File: config.mk
export PLATFORM = sky130hd
export DESIGN_NAME = c_token_lexer_all_alternatives
export DESIGN_NICKNAME = d
export VERILOG_FILES = /design/src/rtl/ctl_pkg.sv /design/src/rtl/ctl_step.sv /design/src/rtl/c_token_lexer_all_alternatives.sv
export SDC_FILE = /design/constraint.sdc
export NUM_CORES = 2
export LEC_CHECK = 0
export ABC_AREA = 1
export BUFFER_PORTS_ARGS = -buffer_cell sky130_fd_sc_hd__clkbuf_2
export CAP_MARGIN = 40
export CELL_PAD_IN_SITES_DETAIL_PLACEMENT = 0
export CELL_PAD_IN_SITES_GLOBAL_PLACEMENT = 1
export CORE_ASPECT_RATIO = 1.4
export CORE_UTILIZATION = 45
export CTS_CLUSTER_DIAMETER = 100
export DETAILED_ROUTE_END_ITERATION = 8
export PLACE_DENSITY_LB_ADDON = 0.1
export SLEW_MARGIN = 20
export SYNTH_ARGS = -nofsm -noshare
export SYNTH_HDL_FRONTEND = slang
export SYNTH_SLANG_ARGS = --single-unit
export TNS_END_PERCENT = 10
File: constraint.sdc
create_clock -name clk -period 11.05 [get_ports clk]
set_input_delay 0.5525 -clock clk [delete_from_list [all_inputs] [get_ports clk]]
set_output_delay 0.5525 -clock clk [all_outputs]
set_load 0.05 [all_outputs]
File: src/rtl/ctl_pkg.sv
// Package for the C token lexer: item structs, phase enum, token kinds,
// character class and punctuator lookup functions. No dependencies.
`timescale 1ns / 1ps
`default_nettype none
package ctl_pkg;

	localparam longint unsigned POSITION_LIMIT = 65535;
	localparam logic [15:0] POS_CAP = (POSITION_LIMIT < 65535) ? 16'(POSITION_LIMIT) : 16'hFFFF;

	localparam logic [5:0] K_NONE          = 6'd0;
	localparam logic [5:0] K_IDENT         = 6'd1;
	localparam logic [5:0] K_NUM           = 6'd2;
	localparam logic [5:0] K_CHAR          = 6'd3;
	localparam logic [5:0] K_STRING        = 6'd4;
	localparam logic [5:0] K_ELLIPSIS      = 6'd16;
	localparam logic [5:0] K_PERIOD        = 6'd17;
	localparam logic [5:0] K_LESS_LESS     = 6'd37;
	localparam logic [5:0] K_GREATER_GREATER = 6'd41;
	localparam logic [5:0] K_UNKNOWN       = 6'd53;

	typedef enum logic [4:0] {
		PH_IDLE, PH_SKIP, PH_END, PH_ID, PH_QUOTE, PH_ESC, PH_ALT1, PH_ALT2,
		PH_DOT, PH_DOT2, PH_ZERO, PH_OCT, PH_HEX, PH_HFRAC, PH_HEXP_SIGN,
		PH_HEXP_DIG, PH_DEC, PH_FRAC, PH_DEXP_SIGN, PH_DEXP_DIG, PH_FSUF,
		PH_ISUF, PH_ISUF_L, PH_ISUF_LL, PH_ISUF_U, PH_ISUF_UL
	} phase_t;

	typedef struct packed {
		logic        start_request;
		logic [15:0] start_position;
		logic [7:0]  character;
		logic        end_of_input;
	} in_item_t;

	typedef struct packed {
		logic [5:0]  token_kind;
		logic [15:0] token_length;
		logic [15:0] next_position;
		logic        last_token;
	} out_item_t;

	typedef struct packed {
		phase_t      phase;
		logic [15:0] pos;
		logic [15:0] beg;
		logic [5:0]  kind;
		logic [15:0] len;
		logic [3:0]  flags;
	} lex_state_t;

	function automatic logic [15:0] sat_inc(input logic [15:0] v);
		return (v < POS_CAP) ? v + 16'd1 : POS_CAP;
	endfunction

	function automatic logic [7:0] lower(input logic [7:0] c);
		return (c >= "A" && c <= "Z") ? c + 8'd32 : c;
	endfunction

	function automatic logic is_ws(input logic [7:0] c);
		return c == " " || (c >= 8'd9 && c <= 8'd13);
	endfunction

	function automatic logic is_dig(input logic [7:0] c);
		return c >= "0" && c <= "9";
	endfunction

	function automatic logic is_oct(input logic [7:0] c);
		return c >= "0" && c <= "7";
	endfunction

	function automatic logic is_hex(input logic [7:0] c);
		logic [7:0] l;
		l = lower(c);
		return is_dig(c) || (l >= "a" && l <= "f");
	endfunction

	function automatic logic is_id_start(input logic [7:0] c);
		logic [7:0] l;
		l = lower(c);
		return c == "_" || c == "$" || (l >= "a" && l <= "z");
	endfunction

	// first punctuator character: kind, bit 6 set when longer spellings exist
	function automatic logic [6:0] punct_first(input logic [7:0] c);
		case (c)
			"[": return {1'b0, 6'd5};
			"]": return {1'b0, 6'd6};
			"(": return {1'b0, 6'd7};
			")": return {1'b0, 6'd8};
			"{": return {1'b0, 6'd9};
			"}": return {1'b0, 6'd10};
			"~": return {1'b0, 6'd11};
			"?": return {1'b0, 6'd12};
			":": return {1'b0, 6'd13};
			";": return {1'b0, 6'd14};
			",": return {1'b0, 6'd15};
			"-": return {1'b1, 6'd18};
			"+": return {1'b1, 6'd22};
			"&": return {1'b1, 6'd25};
			"*": return {1'b1, 6'd28};
			"!": return {1'b1, 6'd30};
			"/": return {1'b1, 6'd32};
			"%": return {1'b1, 6'd34};
			"<": return {1'b1, 6'd36};
			">": return {1'b1, 6'd40};
			"=": return {1'b1, 6'd44};
			"^": return {1'b1, 6'd46};
			"|": return {1'b1, 6'd48};
			"#": return {1'b1, 6'd51};
			default: return {1'b0, K_UNKNOWN};
		endcase
	endfunction

	function automatic logic [5:0] punct_second(input logic [5:0] k, input logic [7:0] c);
		case (k)
			6'd18: return (c == ">") ? 6'd19 : (c == "-") ? 6'd20 : (c == "=") ? 6'd21 : 6'd0;
			6'd22: return (c == "+") ? 6'd23 : (c == "=") ? 6'd24 : 6'd0;
			6'd25: return (c == "&") ? 6'd26 : (c == "=") ? 6'd27 : 6'd0;
			6'd36: return (c == "<") ? 6'd37 : (c == "=") ? 6'd39 : 6'd0;
			6'd40: return (c == ">") ? 6'd41 : (c == "=") ? 6'd43 : 6'd0;
			6'd48: return (c == "|") ? 6'd49 : (c == "=") ? 6'd50 : 6'd0;
			6'd51: return (c == "#") ? 6'd52 : 6'd0;
			6'd28, 6'd30, 6'd32, 6'd34, 6'd44, 6'd46:
				return (c == "=") ? k + 6'd1 : 6'd0;
			default: return 6'd0;
		endcase
	endfunction

endpackage
`default_nettype wire

File: src/rtl/ctl_step.sv
// One lexer step: consumes one registered input item against the current
// lexer state. Combinational. Depends on ctl_pkg.
`timescale 1ns / 1ps
`default_nettype none
module ctl_step import ctl_pkg::*; (
	input  wire in_item_t   item,
	input  wire lex_state_t cur,
	output lex_state_t      nxt,
	output logic            emit,
	output out_item_t       result
);

	always_comb begin
		logic       cv;
		logic       done;
		logic [7:0] c;
		logic [7:0] lc;
		logic [6:0] pf;
		logic [5:0] k2;
		lex_state_t s;

		s = cur;
		emit = 1'b0;
		result = '0;
		done = 1'b0;
		c = item.character;
		cv = !item.end_of_input;
		lc = cv ? lower(c) : 8'd0;
		pf = '0;
		k2 = '0;

		if (item.start_request) begin
			s.pos = (item.start_position > POS_CAP) ? POS_CAP : item.start_position;
			s.kind = K_NONE;
			s.len = '0;
			s.flags = '0;
			s.phase = PH_SKIP;
		end

		// resolve phase changes that do not consume the character
		for (int i = 0; i < 6; i++) begin
			if (!done) begin
				done = 1'b1;
				case (s.phase)
					PH_SKIP: begin
						if (!cv) begin
							emit = 1'b1;
							result = '{K_NONE, 16'd0, s.pos, 1'b1};
							s.phase = PH_IDLE;
						end else if (is_ws(c)) begin
							s.pos = sat_inc(s.pos);
						end else begin
							s.beg = s.pos;
							s.pos = sat_inc(s.pos);
							s.len = 16'd1;
							if (is_id_start(c)) begin
								s.kind = K_IDENT; s.phase = PH_ID;
							end else if (c == "0") begin
								s.kind = K_NUM; s.phase = PH_ZERO;
							end else if (is_dig(c)) begin
								s.kind = K_NUM; s.phase = PH_DEC;
							end else if (c == "'") begin
								s.kind = K_CHAR; s.phase = PH_QUOTE;
							end else if (c == "\"") begin
								s.kind = K_STRING; s.phase = PH_QUOTE;
							end else if (c == ".") begin
								s.kind = K_PERIOD; s.phase = PH_DOT;
							end else begin
								pf = punct_first(c);
								s.kind = pf[5:0];
								s.phase = pf[6] ? PH_ALT1 : PH_END;
							end
						end
					end
					PH_END: begin
						if (cv && is_ws(c)) begin
							s.pos = sat_inc(s.pos);
						end else begin
							emit = 1'b1;
							result = '{s.kind, s.len, s.pos, 1'b1};
							s.phase = PH_IDLE;
						end
					end
					PH_ID: begin
						if (cv && (is_id_start(c) || is_dig(c))) begin
							s.pos = sat_inc(s.pos); s.len = sat_inc(s.len);
						end else begin
							s.phase = PH_END; done = 1'b0;
						end
					end
					PH_QUOTE: begin
						if (!cv) begin
							s.phase = PH_END; done = 1'b0;
						end else begin
							s.pos = sat_inc(s.pos); s.len = sat_inc(s.len);
							if (c == "\\")
								s.phase = PH_ESC;
							else if (c == ((s.kind == K_CHAR) ? 8'h27 : 8'h22))
								s.phase = PH_END;
						end
					end
					PH_ESC: begin
						if (!cv) begin
							s.phase = PH_QUOTE; done = 1'b0;
						end else begin
							s.pos = sat_inc(s.pos); s.len = sat_inc(s.len);
							s.phase = PH_QUOTE;
						end
					end
					PH_ALT1: begin
						k2 = (cv && !is_ws(c)) ? punct_second(s.kind, c) : 6'd0;
						if (k2 == 6'd0) begin
							s.phase = PH_END; done = 1'b0;
						end else begin
							emit = 1'b1;
							result = '{s.kind, s.len, s.pos, 1'b0};
							s.kind = k2;
							s.pos = sat_inc(s.pos); s.len = sat_inc(s.len);
							s.flags = (k2 == K_LESS_LESS || k2 == K_GREATER_GREATER) ?
								4'd1 : 4'd0;
							s.phase = s.flags[0] ? PH_ALT2 : PH_END;
						end
					end
					PH_ALT2: begin
						if (!(cv && c == "=")) begin
							s.flags = '0; s.phase = PH_END; done = 1'b0;
						end else begin
							emit = 1'b1;
							result = '{s.kind, s.len, s.pos, 1'b0};
							s.kind = s.kind + 6'd1;
							s.pos = sat_inc(s.pos); s.len = sat_inc(s.len);
							s.flags = '0;
							s.phase = PH_END;
						end
					end
					PH_DOT: begin
						if (cv && is_dig(c)) begin
							s.kind = K_NUM;
							s.pos = sat_inc(s.pos); s.len = sat_inc(s.len);
							s.phase = PH_FRAC;
						end else if (cv && c == ".") begin
							s.pos = sat_inc(s.pos); s.len = sat_inc(s.len);
							s.phase = PH_DOT2;
						end else begin
							s.phase = PH_END; done = 1'b0;
						end
					end
					PH_DOT2: begin
						if (cv && c == ".") begin
							s.kind = K_ELLIPSIS;
							s.pos = sat_inc(s.pos); s.len = sat_inc(s.len);
							s.phase = PH_END;
						end else begin
							// two dots: report one period, restart after it
							emit = 1'b1;
							result = '{K_PERIOD, 16'd1, sat_inc(s.beg), 1'b1};
							s.phase = PH_IDLE;
						end
					end
					PH_ZERO: begin
						if (cv && c == ".") begin
							s.pos = sat_inc(s.pos); s.len = sat_inc(s.len);
							s.phase = PH_FRAC;
						end else if (lc == "x") begin
							s.pos = sat_inc(s.pos); s.len = sat_inc(s.len);
							s.phase = PH_HEX;
						end else begin
							s.phase = PH_OCT; done = 1'b0;
						end
					end
					PH_OCT: begin
						if (cv && is_oct(c)) begin
							s.pos = sat_inc(s.pos); s.len = sat_inc(s.len);
						end else begin
							s.phase = PH_ISUF; done = 1'b0;
						end
					end
					PH_HEX: begin
						if (cv && is_hex(c)) begin
							s.pos = sat_inc(s.pos); s.len = sat_inc(s.len);
						end else if (cv && c == ".") begin
							s.pos = sat_inc(s.pos); s.len = sat_inc(s.len);
							s.phase = PH_HFRAC;
						end else if (lc == "p") begin
							s.pos = sat_inc(s.pos); s.len = sat_inc(s.len);
							s.phase = PH_HEXP_SIGN;
						end else begin
							s.phase = PH_ISUF; done = 1'b0;
						end
					end
					PH_HFRAC: begin
						if (cv && is_hex(c)) begin
							s.pos = sat_inc(s.pos); s.len = sat_inc(s.len);
						end else if (lc == "p") begin
							s.pos = sat_inc(s.pos); s.len = sat_inc(s.len);
							s.phase = PH_HEXP_SIGN;
						end else begin
							s.phase = PH_FSUF; done = 1'b0;
						end
					end
					PH_HEXP_SIGN, PH_DEXP_SIGN: begin
						s.phase = (s.phase == PH_HEXP_SIGN) ? PH_HEXP_DIG : PH_DEXP_DIG;
						if (cv && (c == "+" || c == "-")) begin
							s.pos = sat_inc(s.pos); s.len = sat_inc(s.len);
						end else begin
							done = 1'b0;
						end
					end
					PH_HEXP_DIG: begin
						if (cv && is_hex(c)) begin
							s.pos = sat_inc(s.pos); s.len = sat_inc(s.len);
						end else begin
							s.phase = PH_FSUF; done = 1'b0;
						end
					end
					PH_DEC: begin
						if (cv && is_dig(c)) begin
							s.pos = sat_inc(s.pos); s.len = sat_inc(s.len);
						end else if (cv && c == ".") begin
							s.pos = sat_inc(s.pos); s.len = sat_inc(s.len);
							s.phase = PH_FRAC;
						end else if (lc == "e") begin
							s.pos = sat_inc(s.pos); s.len = sat_inc(s.len);
							s.phase = PH_DEXP_SIGN;
						end else begin
							s.phase = PH_ISUF; done = 1'b0;
						end
					end
					PH_FRAC: begin
						if (cv && is_dig(c)) begin
							s.pos = sat_inc(s.pos); s.len = sat_inc(s.len);
						end else if (lc == "e") begin
							s.pos = sat_inc(s.pos); s.len = sat_inc(s.len);
							s.phase = PH_DEXP_SIGN;
						end else begin
							s.phase = PH_FSUF; done = 1'b0;
						end
					end
					PH_DEXP_DIG: begin
						if (cv && is_dig(c)) begin
							s.pos = sat_inc(s.pos); s.len = sat_inc(s.len);
						end else begin
							s.phase = PH_FSUF; done = 1'b0;
						end
					end
					PH_FSUF: begin
						s.phase = PH_END;
						if (lc == "f" || lc == "l") begin
							s.pos = sat_inc(s.pos); s.len = sat_inc(s.len);
						end else begin
							done = 1'b0;
						end
					end
					PH_ISUF: begin
						if (lc == "l") begin
							s.pos = sat_inc(s.pos); s.len = sat_inc(s.len);
							s.phase = PH_ISUF_L;
						end else if (lc == "u") begin
							s.pos = sat_inc(s.pos); s.len = sat_inc(s.len);
							s.phase = PH_ISUF_U;
						end else begin
							s.phase = PH_END; done = 1'b0;
						end
					end
					PH_ISUF_L: begin
						if (lc == "l") begin
							s.pos = sat_inc(s.pos); s.len = sat_inc(s.len);
							s.phase = PH_ISUF_LL;
						end else begin
							s.phase = PH_END;
							if (lc == "u") begin
								s.pos = sat_inc(s.pos); s.len = sat_inc(s.len);
							end else begin
								done = 1'b0;
							end
						end
					end
					PH_ISUF_LL: begin
						s.phase = PH_END;
						if (lc == "u") begin
							s.pos = sat_inc(s.pos); s.len = sat_inc(s.len);
						end else begin
							done = 1'b0;
						end
					end
					PH_ISUF_U: begin
						if (lc == "l") begin
							s.pos = sat_inc(s.pos); s.len = sat_inc(s.len);
							s.phase = PH_ISUF_UL;
						end else begin
							s.phase = PH_END; done = 1'b0;
						end
					end
					PH_ISUF_UL: begin
						s.phase = PH_END;
						if (lc == "l") begin
							s.pos = sat_inc(s.pos); s.len = sat_inc(s.len);
						end else begin
							done = 1'b0;
						end
					end
					default: begin
						s.phase = PH_IDLE;
					end
				endcase
			end
		end
		nxt = s;
	end

endmodule
`default_nettype wire

File: src/rtl/c_token_lexer_all_alternatives.sv
// C token lexer top level: input register, lexer state, result register.
// Depends on ctl_pkg and ctl_step.
//
// Usage:
//  - Input channel (in_valid / in_stall / in_data): one character or end
//    mark per transfer. A transfer with start_request set opens a request at
//    start_position; a request in progress is dropped without a result.
//  - Output channel (out_valid / out_stall / out_data): token results. A
//    punctuator (not an ellipsis) gives one result per spelling that starts
//    at it, shortest first; last_token marks the final result of a request.
//  - Between a request's last result and the next start, characters are
//    taken and ignored.
//  - Throughput: one input transfer per cycle unless the output stalls.
//  - Path: an input transfer is registered, then stepped through the lexer
//    state once the result register is free or draining, and its result
//    lands in the output register, which drives out_data.
//  - Stall: while out_stall holds a result, the stepping stage waits, and
//    in_stall rises once the input register is occupied as well.
//  - Reset (arst_n low): lexer idle, both registers empty.
`timescale 1ns / 1ps
`default_nettype none
module c_token_lexer_all_alternatives import ctl_pkg::*; (
	input  wire       clk,
	input  wire       arst_n,
	input  wire       in_valid,
	output logic      in_stall,
	input  wire in_item_t in_data,
	output logic      out_valid,
	input  wire       out_stall,
	output out_item_t out_data
);

	logic       valid_s1;
	in_item_t   item_s1;
	lex_state_t state_q;
	lex_state_t state_nxt;
	logic       step_emit;
	out_item_t  step_out;
	logic       out_valid_q;
	out_item_t  out_q;
	logic       advance;
	logic       step_fire;

	// stepping stage moves when the result register is free or draining
	assign advance   = !out_valid_q || !out_stall;
	assign step_fire = valid_s1 && advance;
	assign in_stall  = valid_s1 && !advance;

	ctl_step u_step (
		.item   (item_s1),
		.cur    (state_q),
		.nxt    (state_nxt),
		.emit   (step_emit),
		.result (step_out)
	);

	always_ff @(posedge clk or negedge arst_n) begin
		if (!arst_n) begin
			valid_s1 <= 1'b0;
		end else if (!in_stall) begin
			valid_s1 <= in_valid;
		end
	end

	always_ff @(posedge clk) begin
		if (!in_stall && in_valid) begin
			item_s1 <= in_data;
		end
	end

	always_ff @(posedge clk or negedge arst_n) begin
		if (!arst_n) begin
			state_q <= '{PH_IDLE, 16'd0, 16'd0, K_NONE, 16'd0, 4'd0};
		end else if (step_fire) begin
			state_q <= state_nxt;
		end
	end

	always_ff @(posedge clk or negedge arst_n) begin
		if (!arst_n) begin
			out_valid_q <= 1'b0;
		end else if (advance) begin
			out_valid_q <= step_fire && step_emit;
		end
	end

	always_ff @(posedge clk) begin
		if (step_fire && step_emit) begin
			out_q <= step_out;
		end
	end

	assign out_valid = out_valid_q;
	assign out_data  = out_q;

	a_stall_needs_item: assert property (@(posedge clk) disable iff (!arst_n)
		in_stall |-> valid_s1)
		else $error("input stalled with empty input register");

	a_last_goes_idle: assert property (@(posedge clk) disable iff (!arst_n)
		(step_fire && step_emit && step_out.last_token) |=> (state_q.phase == PH_IDLE))
		else $error("lexer not idle after final result");

	a_flags_in_alt2: assert property (@(posedge clk) disable iff (!arst_n)
		(state_q.flags != 4'd0) |-> (state_q.phase == PH_ALT2))
		else $error("shift-assign flag outside its phase");

endmodule
`default_nettype wire
==> run_summary.xml, run 1 <==
<?xml version="1.0" encoding="UTF-8"?>
<metrics>
  <group name="die">
    <metric name="floorplan.initialDensity" unit="">0.455</metric>
    <metric name="die_y" unit="µm">314</metric>
    <metric name="die_boundary_width" unit="µm">225</metric>
    <metric name="design.portCount" unit="">71</metric>
    <metric name="fp-row-count" unit="">114</metric>
  </group>
  <group name="synth">
    <metric name="synth.largest_area_cell" unit="">sky130_fd_sc_hd__nand2_1</metric>
    <metric name="synthTopCellsByArea" unit="">sky130_fd_sc_hd__nand2_1 22%, sky130_fd_sc_hd__nand3_1 9.6%, sky130_fd_sc_hd__nor2_1 7.9%</metric>
    <metric name="post_synth_num_cell_types" unit="">80</metric>
    <metric name="ys_ff_latch" unit="">126</metric>
    <metric name="async_reset_ff_frac" unit="">0.484</metric>
    <metric name="synth_largest_type_area_fraction" unit="">0.216</metric>
    <metric name="synth.cells.most_frequent" unit="">1800 x sky130_fd_sc_hd__nand2_1, 658 x sky130_fd_sc_hd__nor2_1, 603 x sky130_fd_sc_hd__nand3_1</metric>
    <metric name="synth-main-ff-cell" unit="">sky130_fd_sc_hd__edfxtp_1</metric>
    <metric name="yosysWarnings" unit="">0</metric>
    <metric name="post_synth_edffs" unit="">65</metric>
    <metric name="gate_count_after_technology_mapping" unit="">5955</metric>
    <metric name="syn_nets" unit="">6011</metric>
    <metric name="syn_area" unit="mm²">0.0313</metric>
    <metric name="yosysMostFrequentCell" unit="">sky130_fd_sc_hd__nand2_1</metric>
    <metric name="postSynthAreaPerCell" unit="µm²">5.26</metric>
    <metric name="post_synthesis_sequential_area_ratio" unit="">0.111</metric>
  </group>
  <group name="global_route">
    <metric name="grt_util_all_layers" unit="">0.735</metric>
    <metric name="first_global_vias" unit="">49700</metric>
    <metric name="global_route_wire_length_before_repair" unit="mm">385</metric>
    <metric name="grt_start_max_net_pins" unit="">81</metric>
    <metric name="grt_overflow_total" unit="">282</metric>
  </group>
  <group name="clock_tree">
    <metric name="post_cts_resized" unit="">0</metric>
    <metric name="clock-root-buffer" unit="">sky130_fd_sc_hd__clkbuf_16</metric>
    <metric name="cts_num_sinks" unit="">126</metric>
    <metric name="cts-root-to-sink-buffers" unit="">2</metric>
    <metric name="numCtsBuffers" unit="">17</metric>
    <metric name="cts_htree_levels" unit="">4</metric>
  </group>
  <group name="place">
    <metric name="dp.final_hpwl" unit="mm">175</metric>
    <metric name="placement.io_buffers" unit="">70</metric>
    <metric name="pre_cts_ws" unit="ns">1.04</metric>
    <metric name="place_congestion" unit="">1.23</metric>
  </group>
  <group name="run_status">
    <metric name="outcome" unit="">aborted with a tool error</metric>
    <metric name="flow.first_error" unit="">[ERROR GRT-0116] Global routing finished with congestion. Check the congestion regions in the DRC Viewer.</metric>
    <metric name="failing_step" unit="">5_1_grt</metric>
  </group>
</metrics>
-- cell families after synthesis --
group           after synthesis  share of synthesized area
buf+inv                     930                      0.123
xor+xnor                     48                     0.0137
compound gates             1207                      0.227
flops                       126                      0.111
fa+ha+maj                    26                     0.0104
simple gates               3618                      0.514
-- per-layer routing --
layer,global-route usage,overflow
met5,0.253,1
met4,0.714,128
met3,0.551,6
met2,0.909,145
met1,0.756,2
-- what timing repair did --
action	CTS
buffers inserted	0
hold endpoints to repair	24
hold buffers	1
-- metrics by stage --
step,instances,util,area [µm²]
4_1_cts,6993,0.496,34100
3_5_place_dp,6960,0.487,33500
3_3_place_gp,6946,0.485,33400
2_1_floorplan,5955,-,31300
==> inputs of run 2 (changes only) <==
- CELL_PAD_IN_SITES_DETAIL_PLACEMENT: 0 -> unset
- CELL_PAD_IN_SITES_GLOBAL_PLACEMENT: 1 -> unset
- CORE_ASPECT_RATIO: 1.4 -> unset
- CORE_UTILIZATION: 45 -> 30
- CTS_CLUSTER_DIAMETER: 100 -> unset
- PLACE_DENSITY_LB_ADDON: 0.1 -> 0.15
==> run 2 against run 1 <==
The flow now finishes without violations. Synthesized cell count unchanged. Area after synthesis unchanged.
==> run_summary.xml, run 2 <==
<?xml version="1.0" encoding="UTF-8"?>
<metrics>
  <group name="timing">
    <metric name="hold_slack" unit="ns">0.179</metric>
    <metric name="report.final.hold_viol_count" unit="">0</metric>
    <metric name="timing.max_slew.rel_slack" unit="">0.373</metric>
    <metric name="finalWorstSetupSlack" unit="ns">0.628</metric>
    <metric name="drv_slew" unit="">0</metric>
    <metric name="setup_viol" unit="">0</metric>
    <metric name="final_min_period_over_clock_period" unit="">0.943</metric>
    <metric name="final_skew" unit="ns">0.0368</metric>
    <metric name="setup_total_negative_slack" unit="ns">0</metric>
    <metric name="post-route-min-period" unit="ns">10.42</metric>
    <metric name="worst_slew_pin_slew" unit="ns">0.933</metric>
    <metric name="fmaxAchievable" unit="MHz">96.0</metric>
    <metric name="grt_setup_unrepaired" unit="">false</metric>
  </group>
  <group name="cells_and_area">
    <metric name="commonest_non_fill_non_tap_cell_in_the_layout" unit="">sky130_fd_sc_hd__nand2_1</metric>
    <metric name="post-route-util" unit="">0.341</metric>
    <metric name="reg_with_most_ffs" unit="">state_q</metric>
    <metric name="nNetsFinal" unit="">6168</metric>
    <metric name="top_library_cells_by_usage_in_the_layout_fill_and_taps_aside" unit="">1798 x sky130_fd_sc_hd__nand2_1, 650 x sky130_fd_sc_hd__nor2_1, 603 x sky130_fd_sc_hd__nand3_1</metric>
    <metric name="share_of_cells_above_drive_strength_1" unit="">0.133</metric>
    <metric name="layout-area-overhead-vs-synth" unit="%">12.5</metric>
    <metric name="finalInstanceArea" unit="mm²">0.0353</metric>
    <metric name="largest_reg_flops" unit="">59</metric>
    <metric name="layoutNonFillerInstCount" unit="">7510</metric>
    <metric name="final.fill_count" unit="">12000</metric>
  </group>
  <group name="global_route">
    <metric name="grt_util_all_layers" unit="">0.426</metric>
    <metric name="grt_start_max_net_pins" unit="">81</metric>
    <metric name="grt_overflow_total" unit="">0</metric>
    <metric name="global_route_wire_length_before_repair" unit="mm">323</metric>
    <metric name="antenna_found_initial" unit="">13</metric>
    <metric name="first_global_vias" unit="">42100</metric>
  </group>
  <group name="die">
    <metric name="design.portCount" unit="">71</metric>
    <metric name="fp-row-count" unit="">118</metric>
    <metric name="floorplan.initialDensity" unit="">0.303</metric>
    <metric name="die_boundary_width" unit="µm">325</metric>
    <metric name="die_area" unit="mm²">0.106</metric>
    <metric name="core" unit="mm²">0.103</metric>
    <metric name="die_y" unit="µm">325</metric>
  </group>
  <group name="place">
    <metric name="placement.io_buffers" unit="">70</metric>
    <metric name="dp.final_hpwl" unit="mm">181</metric>
    <metric name="post-place-cells" unit="">7466</metric>
    <metric name="place_congestion" unit="">1.11</metric>
    <metric name="pre_cts_ws" unit="ns">1.16</metric>
    <metric name="dpl_cell_area" unit="mm²">0.0346</metric>
  </group>
  <group name="worst_setup_path">
    <metric name="critical_path.most_common_cell" unit="">sky130_fd_sc_hd__nand2_1</metric>
    <metric name="crit_path_slowest_cell" unit="">sky130_fd_sc_hd__nand2_1</metric>
    <metric name="critical_path_depth" unit="">56</metric>
    <metric name="reg2regPathDepth" unit="">56</metric>
    <metric name="timing.rr.end" unit="">state_q[44]</metric>
    <metric name="worstSetupStartpointType" unit="">flop</metric>
    <metric name="reg2reg_from" unit="">item_s1[25]</metric>
    <metric name="timing.critical_path.arrival" unit="ns">10.86</metric>
    <metric name="cell_type_group_with_the_largest_total_delay_on_the_critical_path" unit="">simple AND/OR/NAND/NOR gates</metric>
    <metric name="cp_data_required_time" unit="ns">11.49</metric>
    <metric name="worstSetupStartpoint" unit="">item_s1[25]</metric>
    <metric name="crit_type" unit="">reg -&gt; reg</metric>
    <metric name="worst_setup_path_end_kind" unit="">flop</metric>
    <metric name="worstSetupEndpoint" unit="">state_q[44]</metric>
    <metric name="critPathMaxFanout" unit="">20</metric>
    <metric name="cpPeakStageDelay" unit="ns">0.64</metric>
    <metric name="reg2reg_slack" unit="ns">0.63</metric>
    <metric name="crit_buf_inv" unit="">8</metric>
  </group>
  <group name="route">
    <metric name="initialDrtViolationCount" unit="">7513</metric>
    <metric name="wl" unit="mm">234</metric>
    <metric name="ant_nets" unit="">0</metric>
    <metric name="drt-pass1-iter-count" unit="">8</metric>
    <metric name="drc" unit="">0</metric>
    <metric name="routed_wire_length_per_instance" unit="µm">31.2</metric>
    <metric name="drt-vias-per-instance" unit="">6.18</metric>
    <metric name="vias" unit="">46400</metric>
  </group>
  <group name="synth">
    <metric name="synth-main-ff-cell" unit="">sky130_fd_sc_hd__edfxtp_1</metric>
    <metric name="syn_nets" unit="">6011</metric>
    <metric name="gate_count_after_technology_mapping" unit="">5955</metric>
    <metric name="synthTopCellsByArea" unit="">sky130_fd_sc_hd__nand2_1 22%, sky130_fd_sc_hd__nand3_1 9.6%, sky130_fd_sc_hd__nor2_1 7.9%</metric>
    <metric name="ys_ff_latch" unit="">126</metric>
    <metric name="post_synth_edffs" unit="">65</metric>
    <metric name="postSynthAreaPerCell" unit="µm²">5.26</metric>
    <metric name="synth_largest_type_area_fraction" unit="">0.216</metric>
    <metric name="yosysWarnings" unit="">0</metric>
    <metric name="post_synth_num_cell_types" unit="">80</metric>
    <metric name="syn_area" unit="mm²">0.0313</metric>
    <metric name="post_synthesis_sequential_area_ratio" unit="">0.111</metric>
    <metric name="yosysMostFrequentCell" unit="">sky130_fd_sc_hd__nand2_1</metric>
    <metric name="synth.largest_area_cell" unit="">sky130_fd_sc_hd__nand2_1</metric>
    <metric name="async_reset_ff_frac" unit="">0.484</metric>
    <metric name="synth.cells.most_frequent" unit="">1800 x sky130_fd_sc_hd__nand2_1, 658 x sky130_fd_sc_hd__nor2_1, 603 x sky130_fd_sc_hd__nand3_1</metric>
  </group>
  <group name="clock_tree">
    <metric name="tritoncts" unit="">built</metric>
    <metric name="post_cts_resized" unit="">0</metric>
    <metric name="path_clk_slew" unit="ns">0.08</metric>
    <metric name="postCtsHoldBufs" unit="">1</metric>
    <metric name="cts_htree_levels" unit="">4</metric>
    <metric name="numCtsBuffers" unit="">17</metric>
    <metric name="cts-root-to-sink-buffers" unit="">2</metric>
    <metric name="clock-root-buffer" unit="">sky130_fd_sc_hd__clkbuf_16</metric>
    <metric name="cts_num_sinks" unit="">126</metric>
    <metric name="worst_skew_pair.late_latency" unit="ns">0.54</metric>
    <metric name="postCtsSetupRepairBufs" unit="">0</metric>
  </group>
  <group name="power_and_ir_drop">
    <metric name="power.ir.vdd_worst" unit="mV">0.134</metric>
    <metric name="power" unit="mW">9.69</metric>
    <metric name="power_per_cell_area" unit="mW/mm²">275</metric>
    <metric name="leakage_power" unit="nW">18.2</metric>
  </group>
  <group name="hold_path">
    <metric name="hp-class" unit="">in -&gt; reg</metric>
  </group>
  <group name="run_status">
    <metric name="outcome" unit="">complete, no violations</metric>
  </group>
  <group name="job">
    <metric name="timing.max_cap.violations" unit="">0</metric>
  </group>
</metrics>
run 2: metal layers:
metal  GRT usage  share of wire  vias up
li1            -              -    20300
met1       0.571           0.40    21800
met2       0.600           0.39     3604
met3       0.126           0.13      740
met4       0.242          0.066       12
met5           0         0.0013        -
run 2: cells by family after synthesis:
kind of cell / after synthesis / synth area share
buffers and inverters: 930 / 0.123
adders and majority gates: 26 / 0.0104
DFF: 126 / 0.111
xor gates and xnor gates: 48 / 0.0137
AOI/OAI and AO/OA: 1207 / 0.227
and+or+nand+nor: 3618 / 0.514
run 2: cell type report:
type,count,area (µm²),share of cell area
multi-input combinational,4899,24000,0.682
sequential,126,3480,0.0987
timing repair buffer,380,2830,0.0803
inverter,688,2590,0.0734
tap,1380,1730,0.0490
clock buffer,19,443,0.0126
clock inverter,13,128,0.00362
antenna,5,12.5,0.000355
run 2: how the worst min path moves through the flow:
stage	start	to	slack, ns	depth (start not counted)
detailed placement	state_q[13]	state_q[13]	0.47	2
global placement	state_q[49]	state_q[49]	0.47	2
finish	in_data[8]	item_s1[8]	0.18	1
floorplan	arst_n	out_valid	0.26	0
CTS	in_data[7]	item_s1[7]	0.17	1
global route	in_data[5]	item_s1[5]	0.18	1
run 2: power breakdown:
part | internal [mW] | switching [mW] | total (mW)
Clock | 0.319 | 0.303 | 0.622
Combinational | 2.13 | 6.15 | 8.28
Sequential | 0.663 | 0.123 | 0.786
Note: power is estimated with default switching activity, not from simulation.
